File: config.mk
export PLATFORM = sky130hd
export DESIGN_NAME = hptc_ctrl
export DESIGN_NICKNAME = d
export VERILOG_FILES = /design/src/hdl/hptc_pkg.sv /design/src/hdl/hptc_ctrl.sv
export SDC_FILE = /design/constraint.sdc
export NUM_CORES = 1
export LEC_CHECK = 0
export BUFFER_PORTS_ARGS = -buffer_cell sky130_fd_sc_hd__buf_2
export CAP_MARGIN = 40
export CORE_AREA = 2 2 40 42
export CTS_CLUSTER_SIZE = 20
export DETAILED_ROUTE_END_ITERATION = 12
export DIE_AREA = 0 0 42 44
export PLACE_DENSITY = 0.76
export SETUP_SLACK_MARGIN = 0.5
export SLEW_MARGIN = 10
export SYNTH_ARGS = -nofsm -noshare
export SYNTH_HDL_FRONTEND = slang
export SYNTH_SLANG_ARGS = --single-unit
File: constraint.sdc
create_clock -name clk -period 1.25 [get_ports clk]
set_input_delay 0.25 -clock clk [delete_from_list [all_inputs] [get_ports clk]]
set_output_delay 0.25 -clock clk [all_outputs]
set_load 0.02 [all_outputs]
File: src/hdl/hptc_pkg.sv
// ----------------------------------------------------------------------------
// hptc_pkg: shared types and constants for the hashed probe threshold cache
// Request and result payloads, cache entry layout, controller command and
// status groups, controller state encoding and fixed field constants.
// ----------------------------------------------------------------------------
package hptc_pkg;

    // Default sizes, handed to the top level parameters
    localparam int DEF_CACHE_ENTRIES = 256;
    localparam int DEF_PROBE_COUNT   = 4;
    localparam int DEF_SLOT_COUNT    = 64;

    // Key mixing
    localparam logic [63:0] HASH_MUL   = 64'hff51_afd7_ed55_8ccd;
    localparam int          HASH_SHIFT = 33;

    // Controller handle decode
    localparam logic [31:0] HANDLE_MASK = 32'h0000_7FFF;
    localparam logic [31:0] HANDLE_ALL  = 32'hFFFF_FFFF;
    localparam int          HLOW_W      = 15;

    // Entry field widths and fill values
    localparam int               USES_W       = 11;
    localparam int               THR_W        = 20;
    localparam logic [USES_W-1:0] USES_VALID   = 11'd1024;
    localparam logic [USES_W-1:0] USES_INVALID = 11'd32;
    localparam logic [THR_W-1:0]  THRESH_MAX   = 20'd1000000;
    localparam logic [31:0]       GEN_RESET    = 32'd1;
    localparam int                COUNT_W      = 7;

    // Operation codes
    localparam logic OP_LOOKUP = 1'b0;
    localparam logic OP_SET    = 1'b1;

    typedef struct packed {
        logic             operation;
        logic [63:0]      bot_key;
        logic [31:0]      controller_handle;
        logic [5:0]       slot_index;
        logic [THR_W-1:0] new_threshold;
        logic             clear_override;
    } req_t;

    typedef struct packed {
        logic             threshold_present;
        logic [THR_W-1:0] threshold_milli;
        logic             cache_hit;
        logic             override_active;
    } res_t;

    typedef struct packed {
        logic [63:0]       key;
        logic [31:0]       gen;
        logic [USES_W-1:0] uses;
        logic              present;
        logic [THR_W-1:0]  thr;
    } cache_entry_t;

    typedef struct packed {
        logic idle;
        logic load;
        logic clear_step;
        logic hash_step;
        logic slot_read;
        logic probe;
        logic entry_write;
        logic slot_write;
        logic out_load;
    } ctrl_cmd_t;

    typedef struct packed {
        logic clear_done;
        logic req_is_set;
        logic req_key_zero;
        logic hash_done;
        logic scan_done;
        logic out_free;
    } ctrl_sts_t;

    typedef enum logic [7:0] {
        ST_CLEAR  = 8'b0000_0001,
        ST_IDLE   = 8'b0000_0010,
        ST_HASH   = 8'b0000_0100,
        ST_PROBE  = 8'b0000_1000,
        ST_WRITE  = 8'b0001_0000,
        ST_SETRD  = 8'b0010_0000,
        ST_SETWR  = 8'b0100_0000,
        ST_RESULT = 8'b1000_0000
    } state_t;

endpackage

File: src/hdl/hptc_ctrl.sv
// ----------------------------------------------------------------------------
// hptc_ctrl: sequencing controller; drives the datapath via one command group
// Clears the cache after reset, then walks lookups through hash, probe, write
// and result phases and sets through slot read, slot write and result phases.
// ----------------------------------------------------------------------------
module hptc_ctrl import hptc_pkg::*;
(
    input  logic      clk,
    input  logic      rst_n,
    input  logic      req_valid,
    input  ctrl_sts_t sts,
    output ctrl_cmd_t cmd
);

    state_t state_reg;
    state_t state_next;

    // Next state and commands
    always_comb
    begin
        cmd        = '0;
        state_next = state_reg;
        case (state_reg)
            ST_CLEAR:
            begin
                cmd.clear_step = 1'b1;
                if (sts.clear_done)
                begin
                    state_next = ST_IDLE;
                end
            end
            ST_IDLE:
            begin
                cmd.idle = 1'b1;
                if (req_valid)
                begin
                    cmd.load = 1'b1;
                    if (sts.req_is_set)
                    begin
                        state_next = ST_SETRD;
                    end
                    else if (sts.req_key_zero)
                    begin
                        state_next = ST_RESULT;
                    end
                    else
                    begin
                        state_next = ST_HASH;
                    end
                end
            end
            ST_HASH:
            begin
                cmd.hash_step = 1'b1;
                cmd.slot_read = 1'b1;
                if (sts.hash_done)
                begin
                    state_next = ST_PROBE;
                end
            end
            ST_PROBE:
            begin
                cmd.probe = 1'b1;
                if (sts.scan_done)
                begin
                    state_next = ST_WRITE;
                end
            end
            ST_WRITE:
            begin
                cmd.entry_write = 1'b1;
                state_next      = ST_RESULT;
            end
            ST_SETRD:
            begin
                cmd.slot_read = 1'b1;
                state_next    = ST_SETWR;
            end
            ST_SETWR:
            begin
                cmd.slot_write = 1'b1;
                state_next     = ST_RESULT;
            end
            ST_RESULT:
            begin
                if (sts.out_free)
                begin
                    cmd.out_load = 1'b1;
                    state_next   = ST_IDLE;
                end
            end
            default:
            begin
                state_next = ST_IDLE;
            end
        endcase
    end

    // State register; reset starts the clearing pass
    always_ff @(posedge clk or negedge rst_n)
    begin
        if (!rst_n)
        begin
            state_reg <= ST_CLEAR;
        end
        else
        begin
            state_reg <= state_next;
        end
    end

endmodule

==> results of run 1 <==
-- synth_stat cells --
master	count
sky130_fd_sc_hd__o211ai_1	1
sky130_fd_sc_hd__nor3_4	1
sky130_fd_sc_hd__buf_2	1
sky130_fd_sc_hd__nor2b_4	1
sky130_fd_sc_hd__nor3_1	1
sky130_fd_sc_hd__and2_1	1
sky130_fd_sc_hd__o2bb2ai_1	2
sky130_fd_sc_hd__nor4_1	2
sky130_fd_sc_hd__nand2_1	1
sky130_fd_sc_hd__xor2_1	2
sky130_fd_sc_hd__and3_2	2
sky130_fd_sc_hd__and4b_4	2
sky130_fd_sc_hd__nand4b_1	1
sky130_fd_sc_hd__o41ai_2	1
sky130_fd_sc_hd__o31ai_1	1
sky130_fd_sc_hd__nand3_1	2
sky130_fd_sc_hd__a31o_1	1
sky130_fd_sc_hd__o21ai_1	1
sky130_fd_sc_hd__dfstp_2	1
sky130_fd_sc_hd__nand2b_1	1
sky130_fd_sc_hd__nor2_1	7
sky130_fd_sc_hd__nor3_2	1
sky130_fd_sc_hd__and2_4	1
sky130_fd_sc_hd__nor3b_1	2
sky130_fd_sc_hd__and3_1	3
sky130_fd_sc_hd__a22o_1	1
sky130_fd_sc_hd__dfrtp_1	7
sky130_fd_sc_hd__inv_1	4
sky130_fd_sc_hd__nor4b_1	2
sky130_fd_sc_hd__xnor2_1	1
-- cell usage in the layout (no fill, tap or decap), types with 2 or more instances in the layout --
cell and count:
sky130_fd_sc_hd__buf_6 23, sky130_fd_sc_hd__buf_4 18, sky130_fd_sc_hd__buf_2 8, sky130_fd_sc_hd__nor2_1 5
sky130_fd_sc_hd__dfrtp_2 5, sky130_fd_sc_hd__and3_4 3, sky130_fd_sc_hd__inv_1 3, sky130_fd_sc_hd__clkbuf_4 3
sky130_fd_sc_hd__nor3_4 2, sky130_fd_sc_hd__and4b_4 2, sky130_fd_sc_hd__nor2_4 2, sky130_fd_sc_hd__and2_4 2
sky130_fd_sc_hd__nand3_2 2, sky130_fd_sc_hd__nor4b_4 2, sky130_fd_sc_hd__xor2_1 2, sky130_fd_sc_hd__dfrtp_1 2
-- routing by layer --
layer | part of all wire | up-vias
li1 | - | 309
met1 | 0.33 | 358
met2 | 0.54 | 45
met3 | 0.069 | 16
met4 | 0.060 | 0
met5 | 0 | -
-- worst max-delay path, delay by kind of cell, from the launching register on --
| kind | cells | cell delay, ns |
|---|---|---|
| AND/OR/NAND/NOR | 3 | 0.73 |
| flip-flops | 1 | 0.46 |
| buffers and inverters | 1 | 0.11 |
-- area by class of cell --
cell class | instances | area share
sequential | 8 | 0.173
multi-input combinational | 42 | 0.404
inverter | 4 | 0.0125
tap | 16 | 0.0167
timing repair buffer | 50 | 0.371
clock buffer | 4 | 0.0219
-- per-stage QoR --
| step | power [W] | utilization |
|---|---|---|
| floorplan | 0.000910 | - |
| global placement | 0.00128 | 0.571 |
| detailed placement | 0.00130 | 0.571 |
| CTS | 0.00179 | 0.734 |
| global route | 0.00225 | 0.844 |
| finish | 0.00214 | 0.844 |
-- report_power, final --
part	switching [W]	leakage (nW)	total, W	internal (W)
clock	0.000107	0.0150	0.000230	0.000123
sequential	0.000111	0.0958	0.000420	0.000309
combinational	0.000642	0.440	0.00149	0.000853
total	0.000860	0.550	0.00214	0.00128
-- path summary, 6_finish.rpt --
path | from | to | slack [ns] | cells after the start
hold / removal | sts[5] | state_reg[0] | 0.13 | 2
setup reg to reg | state_reg[3] | state_reg[1] | -0.50 | 6
max in group asynchronous | rst_n | state_reg[0] | 0.63 | 2
setup / recovery | state_reg[7] | cmd[7] | -0.58 | 4
hold reg to reg | state_reg[4] | state_reg[6] | 0.65 | 2
min in group asynchronous | rst_n | state_reg[1] | 0.38 | 2
-- what timing repair did --
item	in CTS	in global routing
buffers inserted	8	8
hold buffers	1	0
gates resized for setup	32	22
pin swaps	14	7
endpoints found under the setup margin	17	17
endpoints found under the hold margin	7	0
-- logic make-up (layout without fill, tap and decap cells) --
kind of cell,Yosys count,in the layout,share of synthesized area
and+or+nand+nor,31,31,0.410
DFF,8,8,0.373
AOI/OAI and AO/OA,8,8,0.132
xor gates and xnor gates,3,3,0.0486
buffers and inverters,5,58,0.0370
==> impl_metrics.env, run 1 <==
export IMPL_outcome="finished, violations left"
export IMPL_failed_checks="setup timing"
export IMPL_dp_cells=103
export IMPL_boundaryPins=18
export IMPL_layout_setup_ws_ns=-0.580
export IMPL_synth_seq_area_share=0.373
export IMPL_grt_use_total=0.243
export IMPL_min_path_type="in -> reg"
export IMPL_max_freq_mhz=547
export IMPL_syn_inst=55
export IMPL_critical_path_peak_fanout=4
export IMPL_syn_to_final_growth_pct=122
export IMPL_dpl_worst_slack_ns=-0.260
export IMPL_crit_path_start_kind="flip-flop"
export IMPL_tightest_slew_ns=0.334
export IMPL_ctsRootBufferMaster="sky130_fd_sc_hd__clkbuf_4"
export IMPL_grt_busiest_layer="met2"
export IMPL_worst_setup_hold_path_clk_slew_ns=0.06
export IMPL_diodes=0
export IMPL_hold_slack_final_ns=0.128
export IMPL_crit_path_max_incr_delay_ns=0.46
export IMPL_syn_num_nets=64
export IMPL_synth_top_cell_area_share=0.324
export IMPL_totalWireLength_um=2550
export IMPL_antenna_violating_nets_post_route=0
export IMPL_detailedRoute_firstIterationViolations=21
export IMPL_std_cell_rows=14
export IMPL_seq_area_um2=208
export IMPL_routedWlPerCell_um=20.6
export IMPL_fill_cell_instance_count_of_the_final_layout=69
export IMPL_die_width_um=42
export IMPL_syn_avg_cell_area_um2=9.83
export IMPL_core_area_mm2=0.00142
export IMPL_placement_cell_area_um2=811
export IMPL_worstSetupPathType="reg -> out"
export IMPL_synth_top_cells_by_area="sky130_fd_sc_hd__dfrtp_1 32%, sky130_fd_sc_hd__and4b_4 5.1%, sky130_fd_sc_hd__dfstp_2 4.9%"
export IMPL_antenna_found_initial=0
export IMPL_yosys_warnings=0
export IMPL_route_detailed_vias_per_inst=5.87
export IMPL_setup_viol_count_final=17
export IMPL_hold_viol=0
export IMPL_critical_path_arrival_ns=1.58
export IMPL_tritoncts_clock_tree="done"
export IMPL_clock_insertion_delay_worst_skew_ns=0.27
export IMPL_crit_chain="nor3_4 > and4b_4 > and2_4 > buf_6"
export IMPL_floorplan_die_height_um=44
export IMPL_layout_cell_share_with_drive_strength_beyond_1=0.796
export IMPL_layout_net_count=118
export IMPL_fin_setup_tns_ns=-7.10
export IMPL_globalRouteMet1Util=0.251
export IMPL_dp_hpwl_um=1170
export IMPL_final_period_utilization=1.46
export IMPL_cap_viol_max_count=0
export IMPL_maxSlewHeadroom=0.777
export IMPL_post_detailed_route_drc_marker_count=0
export IMPL_worst_clock_skew_ns=0.00371
export IMPL_first_global_vias=671
export IMPL_synth_distinct_cells=30
export IMPL_critPathRequiredTime_ns=1.00
export IMPL_static_leakage_power_nw=0.550
export IMPL_peak_vdd_ir_mv=1.29
export IMPL_io_buffer_count=17
export IMPL_synthesis_area_um2=541
export IMPL_p_per_area_mw_per_mm2=1790
export IMPL_grt_overflow_total=0
export IMPL_global_route_usage_met2=0.431
export IMPL_final_design_area_no_fill_mm2=0.00120
export IMPL_die_area_mm2=0.00185
export IMPL_num_vias=728
export IMPL_floorplan_initialDensity=0.381
export IMPL_worst_path_max_delay_cell="sky130_fd_sc_hd__dfrtp_2"
export IMPL_slew_viol_final=0
export IMPL_cts_max_level=1
export IMPL_final_period_minus_worst_setup_slack_ns=1.83
export IMPL_endpoint_kind="output port"
export IMPL_largest_net_degree_at_the_start_of_global_routing=9
export IMPL_largest_register_ff_count=8
export IMPL_netlist_top_cell_by_area="sky130_fd_sc_hd__dfrtp_1"
export IMPL_routabilityCongestion=0.766
export IMPL_cts_buffers=3
export IMPL_multiInputGateArea_um2=484
export IMPL_gr_layer_usage_met3=0.0500
export IMPL_cts_sink_count=8
export IMPL_drtPass1Iterations=4
export IMPL_rsz0062_at_grt="true"
export IMPL_cts_path_max_buffers=2
export IMPL_instances_no_fill=124
export IMPL_yosys_register_bits=8
export IMPL_global_route_wire_length_before_repair_um=3180
Power figures use the tool's default switching activity.
==> run 2, diff against run 1 <==
--- a/config.mk
+++ b/config.mk
@@ -7,10 +7,10 @@
 export LEC_CHECK = 0
 export BUFFER_PORTS_ARGS = -buffer_cell sky130_fd_sc_hd__buf_2
 export CAP_MARGIN = 40
-export CORE_AREA = 2 2 40 42
+export CORE_AREA = 2 2 39 41
 export CTS_CLUSTER_SIZE = 20
 export DETAILED_ROUTE_END_ITERATION = 12
-export DIE_AREA = 0 0 42 44
+export DIE_AREA = 0 0 41 43
 export PLACE_DENSITY = 0.76
 export SETUP_SLACK_MARGIN = 0.5
 export SLEW_MARGIN = 10
==> constraint.sdc (replaced) <==
create_clock -name clk -period 2 [get_ports clk]
set_input_delay 0.4 -clock clk [delete_from_list [all_inputs] [get_ports clk]]
set_output_delay 0.4 -clock clk [all_outputs]
set_load 0.02 [all_outputs]
==> run 2 against run 1 <==
Net effect: the run now ends clean; total power decreased by 52%; clock skew increased by 0.010 ns; worst setup slack improved by 0.68 ns; critical path type unchanged; largest cell class unchanged.
==> impl_metrics.env, run 2 (same netlist as run 1, synthesis figures left out) <==
export IMPL_outcome="complete, no violations"
export IMPL_max_freq_mhz=526
export IMPL_die_area_mm2=0.00176
export IMPL_die_width_um=41
export IMPL_drtPass1Iterations=4
export IMPL_setup_viol_count_final=0
export IMPL_routedWlPerCell_um=15.4
export IMPL_cts_buffers=3
export IMPL_static_leakage_power_nw=0.431
export IMPL_num_vias=583
export IMPL_worst_setup_hold_path_clk_slew_ns=0.06
export IMPL_layout_net_count=100
export IMPL_grt_use_total=0.206
export IMPL_crit_path_start_kind="flip-flop"
export IMPL_worst_r2r_startpoint="state_reg[3]"
export IMPL_core_area_mm2=0.00138
export IMPL_worstSetupPathType="reg -> out"
export IMPL_std_cell_rows=14
export IMPL_worstHoldStart="sts[5]"
export IMPL_cell_count_of_the_worst_hold_path=2
export IMPL_hold_path_end="state_reg[0]"
export IMPL_routabilityCongestion=0.844
export IMPL_antenna_violating_nets_post_route=0
export IMPL_cap_viol_max_count=0
export IMPL_cts_sink_count=8
export IMPL_min_path_type="in -> reg"
export IMPL_cts_path_max_buffers=2
export IMPL_fin_setup_tns_ns=0
export IMPL_hold_viol=0
export IMPL_floorplan_initialDensity=0.391
export IMPL_slew_viol_final=0
export IMPL_critical_path_arrival_ns=1.50
export IMPL_placement_cell_area_um2=661
export IMPL_boundaryPins=18
export IMPL_ctsRootBufferMaster="sky130_fd_sc_hd__clkbuf_4"
export IMPL_final_period_minus_worst_setup_slack_ns=1.90
export IMPL_grt_overflow_total=0
export IMPL_most_common_layout_cells="16 x sky130_fd_sc_hd__buf_4, 10 x sky130_fd_sc_hd__buf_2, 7 x sky130_fd_sc_hd__dfrtp_2, 5 x sky130_fd_sc_hd__nor2_1, 5 x sky130_fd_sc_hd__buf_6"
export IMPL_detailedRoute_firstIterationViolations=10
export IMPL_endpoint_kind="output port"
export IMPL_maxSlewHeadroom=0.779
export IMPL_tightest_slew_ns=0.328
export IMPL_io_buffer_count=17
export IMPL_clock_insertion_delay_worst_skew_ns=0.27
export IMPL_dp_hpwl_um=916
export IMPL_crit_path_max_incr_delay_ns=0.46
export IMPL_worst_path_max_delay_cell="sky130_fd_sc_hd__dfrtp_2"
export IMPL_syn_to_final_growth_pct=66.4
export IMPL_largest_register_ff_count=8
export IMPL_hold_slack_final_ns=0.290
export IMPL_p_per_area_mw_per_mm2=1140
export IMPL_ff2ff_setup_slack_ns=0.48
export IMPL_post_detailed_route_drc_marker_count=0
export IMPL_first_global_vias=588
export IMPL_largest_net_degree_at_the_start_of_global_routing=9
export IMPL_totalWireLength_um=1630
export IMPL_route_detailed_vias_per_inst=5.50
export IMPL_final_period_utilization=0.951
export IMPL_crit_chain="nor3_4 > and4b_4 > and2_4 > buf_6"
export IMPL_floorplan_die_height_um=43
export IMPL_critical_path_peak_fanout=5
export IMPL_global_route_wire_length_before_repair_um=2440
export IMPL_diodes=0
export IMPL_peak_vdd_ir_mv=0.512
export IMPL_rsz0062_at_grt="true"
export IMPL_worstReg2RegEnd="state_reg[1]"
export IMPL_layout_cell_share_with_drive_strength_beyond_1=0.689
export IMPL_final_common_cell="sky130_fd_sc_hd__buf_4"
export IMPL_cts_max_level=1
export IMPL_critPathRequiredTime_ns=1.60
export IMPL_antenna_found_initial=0
export IMPL_tritoncts_clock_tree="done"
export IMPL_worst_clock_skew_ns=0.0138
export IMPL_final_design_area_no_fill_um2=900
export IMPL_rr_worst_depth=5
## run 2: cell count changes in the layout (fill, tap and decap cells not counted), sizes merged
| cell | delta |
|---|---|
| buf | -18 |
## run 2: how the worst max path moves through the flow
| stage | from | endpoint | slack, ns | cells past startpoint |
|---|---|---|---|---|
| floorplan | state_reg[5] | cmd[7] | 0.42 | 3 |
| global placement | state_reg[4] | cmd[7] | 0.30 | 4 |
| detailed placement | state_reg[5] | cmd[7] | 0.28 | 4 |
| CTS | state_reg[3] | cmd[7] | 0.15 | 4 |
| global route | state_reg[1] | cmd[3] | 0.04 | 4 |
| finish | state_reg[7] | cmd[7] | 0.1 | 4 |
## run 2: critical path: cells and delay by family (launching register included)
kind	cells	cell delay (ns)
buf+inv	1	0.11
simple gates	3	0.66
flops	1	0.46
## run 2: layer usage
metal	track usage	part of all wire	vias up
met5	0	0	-
met4	0.147	0.040	0
met3	0.0262	0.038	7
met2	0.328	0.50	22
met1	0.236	0.42	278
li1	-	-	276
## run 2: final cells by class
| type | count | area, um^2 |
|---|---|---|
| Inverter | 4 | 15.0 |
| Fill cell | 106 | 484 |
| Sequential cell | 8 | 210 |
| Multi-Input combinational cell | 42 | 392 |
| Tap cell | 16 | 20.0 |
| Timing Repair Buffer | 32 | 236 |
| Clock buffer | 4 | 26.3 |
## run 2: timing repair
action,in CTS,in global routing
pin swaps,6,3
buffers inserted,11,3
resized for setup,18,10
endpoints found under the hold margin,7,0
hold buffers,1,0
endpoints found under the setup margin,9,12
## run 2: per-stage QoR
stage               utilization  std cells  setup slack (ns)  power [W]
finish                    0.650        106            0.0974    0.00103
global route              0.650        106            0.0448    0.00109
CTS                       0.607        103             0.147   0.000921
detailed placement        0.477         87             0.281   0.000620
global placement          0.477         87             0.298   0.000619
floorplan                     -         55             0.422   0.000533
## run 2: power by group
part	switching (W)	leakage, nW	internal [W]
clock network	0.0000612	0.0150	0.0000767
logic	0.000272	0.322	0.000359
registers	0.0000643	0.0934	0.000196
total	0.000398	0.431	0.000632
==> run 3, diff against run 2 <==
--- a/config.mk
+++ b/config.mk
@@ -5,13 +5,14 @@
 export SDC_FILE = /design/constraint.sdc
 export NUM_CORES = 1
 export LEC_CHECK = 0
+export ABC_AREA = 1
 export BUFFER_PORTS_ARGS = -buffer_cell sky130_fd_sc_hd__buf_2
 export CAP_MARGIN = 40
 export CORE_AREA = 2 2 39 41
 export CTS_CLUSTER_SIZE = 20
 export DETAILED_ROUTE_END_ITERATION = 12
 export DIE_AREA = 0 0 41 43
-export PLACE_DENSITY = 0.76
+export PLACE_DENSITY = 0.83
 export SETUP_SLACK_MARGIN = 0.5
 export SLEW_MARGIN = 10
 export SYNTH_ARGS = -nofsm -noshare
==> run 3 against run 2 <==
Net effect: die area unchanged; clock skew down 0.011 ns; via count up 15%; sequential cell count unchanged; total power up 68%; register-to-register slack worse by 0.09 ns; worst hold slack better by 0.068 ns; combinational power up 110%; first-iteration DRC count down 70%; sequential share of layout area down 2.9 points; clock-buffer cell count unchanged; core utilization up 7.1 points; critical path type unchanged; highest routed layer unchanged.
==> impl_metrics.env, run 3 <==
export IMPL_outcome="complete, no violations"
export IMPL_hold_slack_final_ns=0.357
export IMPL_ys_top_cells_by_count="22 x sky130_fd_sc_hd__nand2_1, 16 x sky130_fd_sc_hd__inv_1, 15 x sky130_fd_sc_hd__nor2_1"
export IMPL_cellInternalPower_w=0.000835
export IMPL_std_cell_rows=14
export IMPL_crit_chain="nor2_4 > nand2_4 > nor2_4 > nor2_2 > inv_1 > buf_6"
export IMPL_critical_path_peak_fanout=4
export IMPL_static_leakage_power_nw=0.534
export IMPL_detailedRoute_firstIterationViolations=3
export IMPL_cts_buffers=3
export IMPL_synth_main_ff_cell="sky130_fd_sc_hd__dfrtp_1"
export IMPL_critPathRequiredTime_ns=1.60
export IMPL_ff2ff_setup_slack_ns=0.39
export IMPL_totalWireLength_um=1800
export IMPL_path_common_cell="sky130_fd_sc_hd__nor2_4"
export IMPL_final_common_cell="sky130_fd_sc_hd__nand2_1"
export IMPL_fin_setup_tns_ns=0
export IMPL_globalRouteMet1Util=0.192
export IMPL_syn_num_nets=96
export IMPL_rr_worst_depth=10
export IMPL_net_switching_fraction_of_the_power=0.518
export IMPL_instances_no_fill=136
export IMPL_placement_cell_area_um2=739
export IMPL_synth_distinct_cells=17
export IMPL_layout_cell_share_with_drive_strength_beyond_1=0.600
export IMPL_clock_insertion_delay_worst_skew_ns=0.26
export IMPL_floorplan_initialDensity=0.448
export IMPL_worstSetupPathType="reg -> out"
export IMPL_ctsRootBufferMaster="sky130_fd_sc_hd__clkbuf_4"
export IMPL_worst_r2r_startpoint="state_reg[0]"
export IMPL_p_per_area_mw_per_mm2=1740
export IMPL_tritoncts_clock_tree="done"
export IMPL_fraction_of_power_consumed_by_the_clock_network=0.079
export IMPL_grt_use_total=0.205
export IMPL_max_freq_mhz=557
export IMPL_fill_cell_instance_count_of_the_final_layout=88
export IMPL_first_global_vias=588
export IMPL_pwr_share_seq=0.161
export IMPL_critical_path_arrival_ns=1.39
export IMPL_cell_count_of_the_worst_hold_path=4
export IMPL_setup_viol_count_final=0
export IMPL_grt_overflow_total=0
export IMPL_antenna_violating_nets_post_route=0
export IMPL_switching_power_w=0.000899
export IMPL_post_detailed_route_drc_marker_count=0
export IMPL_synthMostInstantiatedCell="sky130_fd_sc_hd__nand2_1"
export IMPL_io_buffer_count=17
export IMPL_worst_path_max_delay_cell="sky130_fd_sc_hd__dfstp_2"
export IMPL_crit_path_max_incr_delay_ns=0.58
export IMPL_yosys_warnings=0
export IMPL_syn_avg_cell_area_um2=7.13
export IMPL_cts_sink_count=8
export IMPL_worstReg2RegEnd="state_reg[1]"
export IMPL_cts_path_max_buffers=2
export IMPL_endpoint_kind="output port"
export IMPL_route_detailed_vias_per_inst=4.93
export IMPL_yosys_register_bits=8
export IMPL_synth_enable_flop_cells=0
export IMPL_global_route_usage_met2=0.366
export IMPL_async_set_or_reset_flop_fraction_in_the_synthesized_netlist=1.00
export IMPL_netlist_top_cell_by_area="sky130_fd_sc_hd__dfrtp_1"
export IMPL_most_common_layout_cells="18 x sky130_fd_sc_hd__nand2_1, 14 x sky130_fd_sc_hd__inv_1, 12 x sky130_fd_sc_hd__buf_4, 10 x sky130_fd_sc_hd__nor2_4, 9 x sky130_fd_sc_hd__buf_2"
export IMPL_routabilityCongestion=0.789
export IMPL_boundaryPins=18
export IMPL_drtPass1Iterations=4
export IMPL_dp_cells=120
export IMPL_critical_path_startpoint="state_reg[0]"
export IMPL_synth_top_cells_by_area="sky130_fd_sc_hd__dfrtp_1 28%, sky130_fd_sc_hd__nand2_1 13%, sky130_fd_sc_hd__inv_1 9.7%"
export IMPL_grt_busiest_layer="met2"
export IMPL_final_period_utilization=0.897
export IMPL_syn_inst=87
export IMPL_slew_viol_final=0
export IMPL_min_path_type="in -> reg"
export IMPL_family_with_the_most_delay_on_the_worst_path="flip-flops"
export IMPL_largest_net_degree_at_the_start_of_global_routing=9
export IMPL_worst_path_buf_inv=2
export IMPL_final_period_minus_worst_setup_slack_ns=1.79
export IMPL_die_width_um=41
export IMPL_total_power_w=0.00173
export IMPL_diodes=0
export IMPL_gr_layer_usage_met3=0.0314
export IMPL_hold_viol=0
export IMPL_tightest_slew_ns=0.213
export IMPL_synthesis_area_um2=621
export IMPL_rsz0062_at_grt="true"
export IMPL_final_design_area_no_fill_um2=998
export IMPL_num_vias=671
export IMPL_crit_path_start_kind="flip-flop"
export IMPL_routedWlPerCell_um=13.2
export IMPL_cap_viol_max_count=0
export IMPL_layout_net_count=130
export IMPL_power_frac_comb=0.761
export IMPL_crit_cells=6
export IMPL_die_area_mm2=0.00176
export IMPL_dp_hpwl_um=1070
export IMPL_syn_to_final_growth_pct=60.9
export IMPL_antenna_found_initial=0
export IMPL_floorplan_die_height_um=43
export IMPL_worst_clock_skew_ns=0.00304
export IMPL_maxSlewHeadroom=0.857
export IMPL_synth_top_cell_area_share=0.282
export IMPL_largest_register_ff_count=8
export IMPL_peak_vdd_ir_mv=1.07
export IMPL_global_route_wire_length_before_repair_um=2300
export IMPL_synth_seq_area_share=0.325
export IMPL_core_area_mm2=0.00138
export IMPL_worst_setup_path_endpoint="cmd[4]"
export IMPL_worst_setup_hold_path_clk_slew_ns=0.06
export IMPL_cts_max_level=1
-- run 3: metal layers --
metal | wire length (um) | part of all wire
met5 | 0 | 0
met4 | 97 | 0.054
met3 | 84 | 0.047
met2 | 939 | 0.52
met1 | 675 | 0.38
-- run 3: power by group through the flow --
| stage | clock network [W] | logic, W | registers, W |
|---|---|---|---|
| 6_report | 0.000137 | 0.00132 | 0.000278 |
| 3_3_place_gp | 0 | 0.000796 | 0.000262 |
| 2_1_floorplan | 0 | 0.000676 | 0.000256 |
| 5_1_grt | 0.000151 | 0.00140 | 0.000282 |
| 3_5_place_dp | 0 | 0.000823 | 0.000265 |
| 4_1_cts | 0.000137 | 0.000974 | 0.000273 |
-- run 3: cell type report --
class,count,area (um^2),area share
multi-input cells,60,445,0.446
repair buffers,29,224,0.224
flip-flops and latches,8,204,0.204
inverters,19,78.8,0.0789
clock buffers,4,26.3,0.0263
well taps,16,20.0,0.0201
-- run 3: logic make-up (layout without fill, tap and decap cells) --
logic type	Yosys count	after routing	synth area share
simple gates	60	60	0.560
buf+inv	19	52	0.115
flops	8	8	0.325
-- run 3: through the flow --
stage                     worst slack, ns   util
after floorplan                     0.506      -
after global placement              0.468  0.534
after detailed placement            0.449  0.534
after CTS                           0.236  0.618
after global routing                0.159  0.722
final                               0.206  0.722
-- run 3: what timing repair did --
action | CTS | global route
hold buffers | 1 | 0
hold endpoints to repair | 7 | 0
endpoints found under the setup margin | 9 | 9
gates cloned | 0 | 0
pin swaps | 10 | 12
gates resized for setup | 17 | 27
buffers inserted | 4 | 7
-- run 3: worst min-delay path by stage --
stage / from / to / slack, ns
finish: sts[5] / state_reg[0] / 0.36
global route: sts[5] / state_reg[0] / 0.38
CTS: sts[5] / state_reg[0] / 0.36
detailed placement: rst_n / state_reg[4] / 0.25
global placement: rst_n / state_reg[6] / 0.24
floorplan: rst_n / state_reg[1] / 0.10
-- run 3: worst register-to-register path: cells and delay by family, from the launching register on --
family / cells / cell delay [ns]
buffers and inverters: 2 / 0.26
flip-flops: 1 / 0.58
AND/OR/NAND/NOR: 8 / 0.71
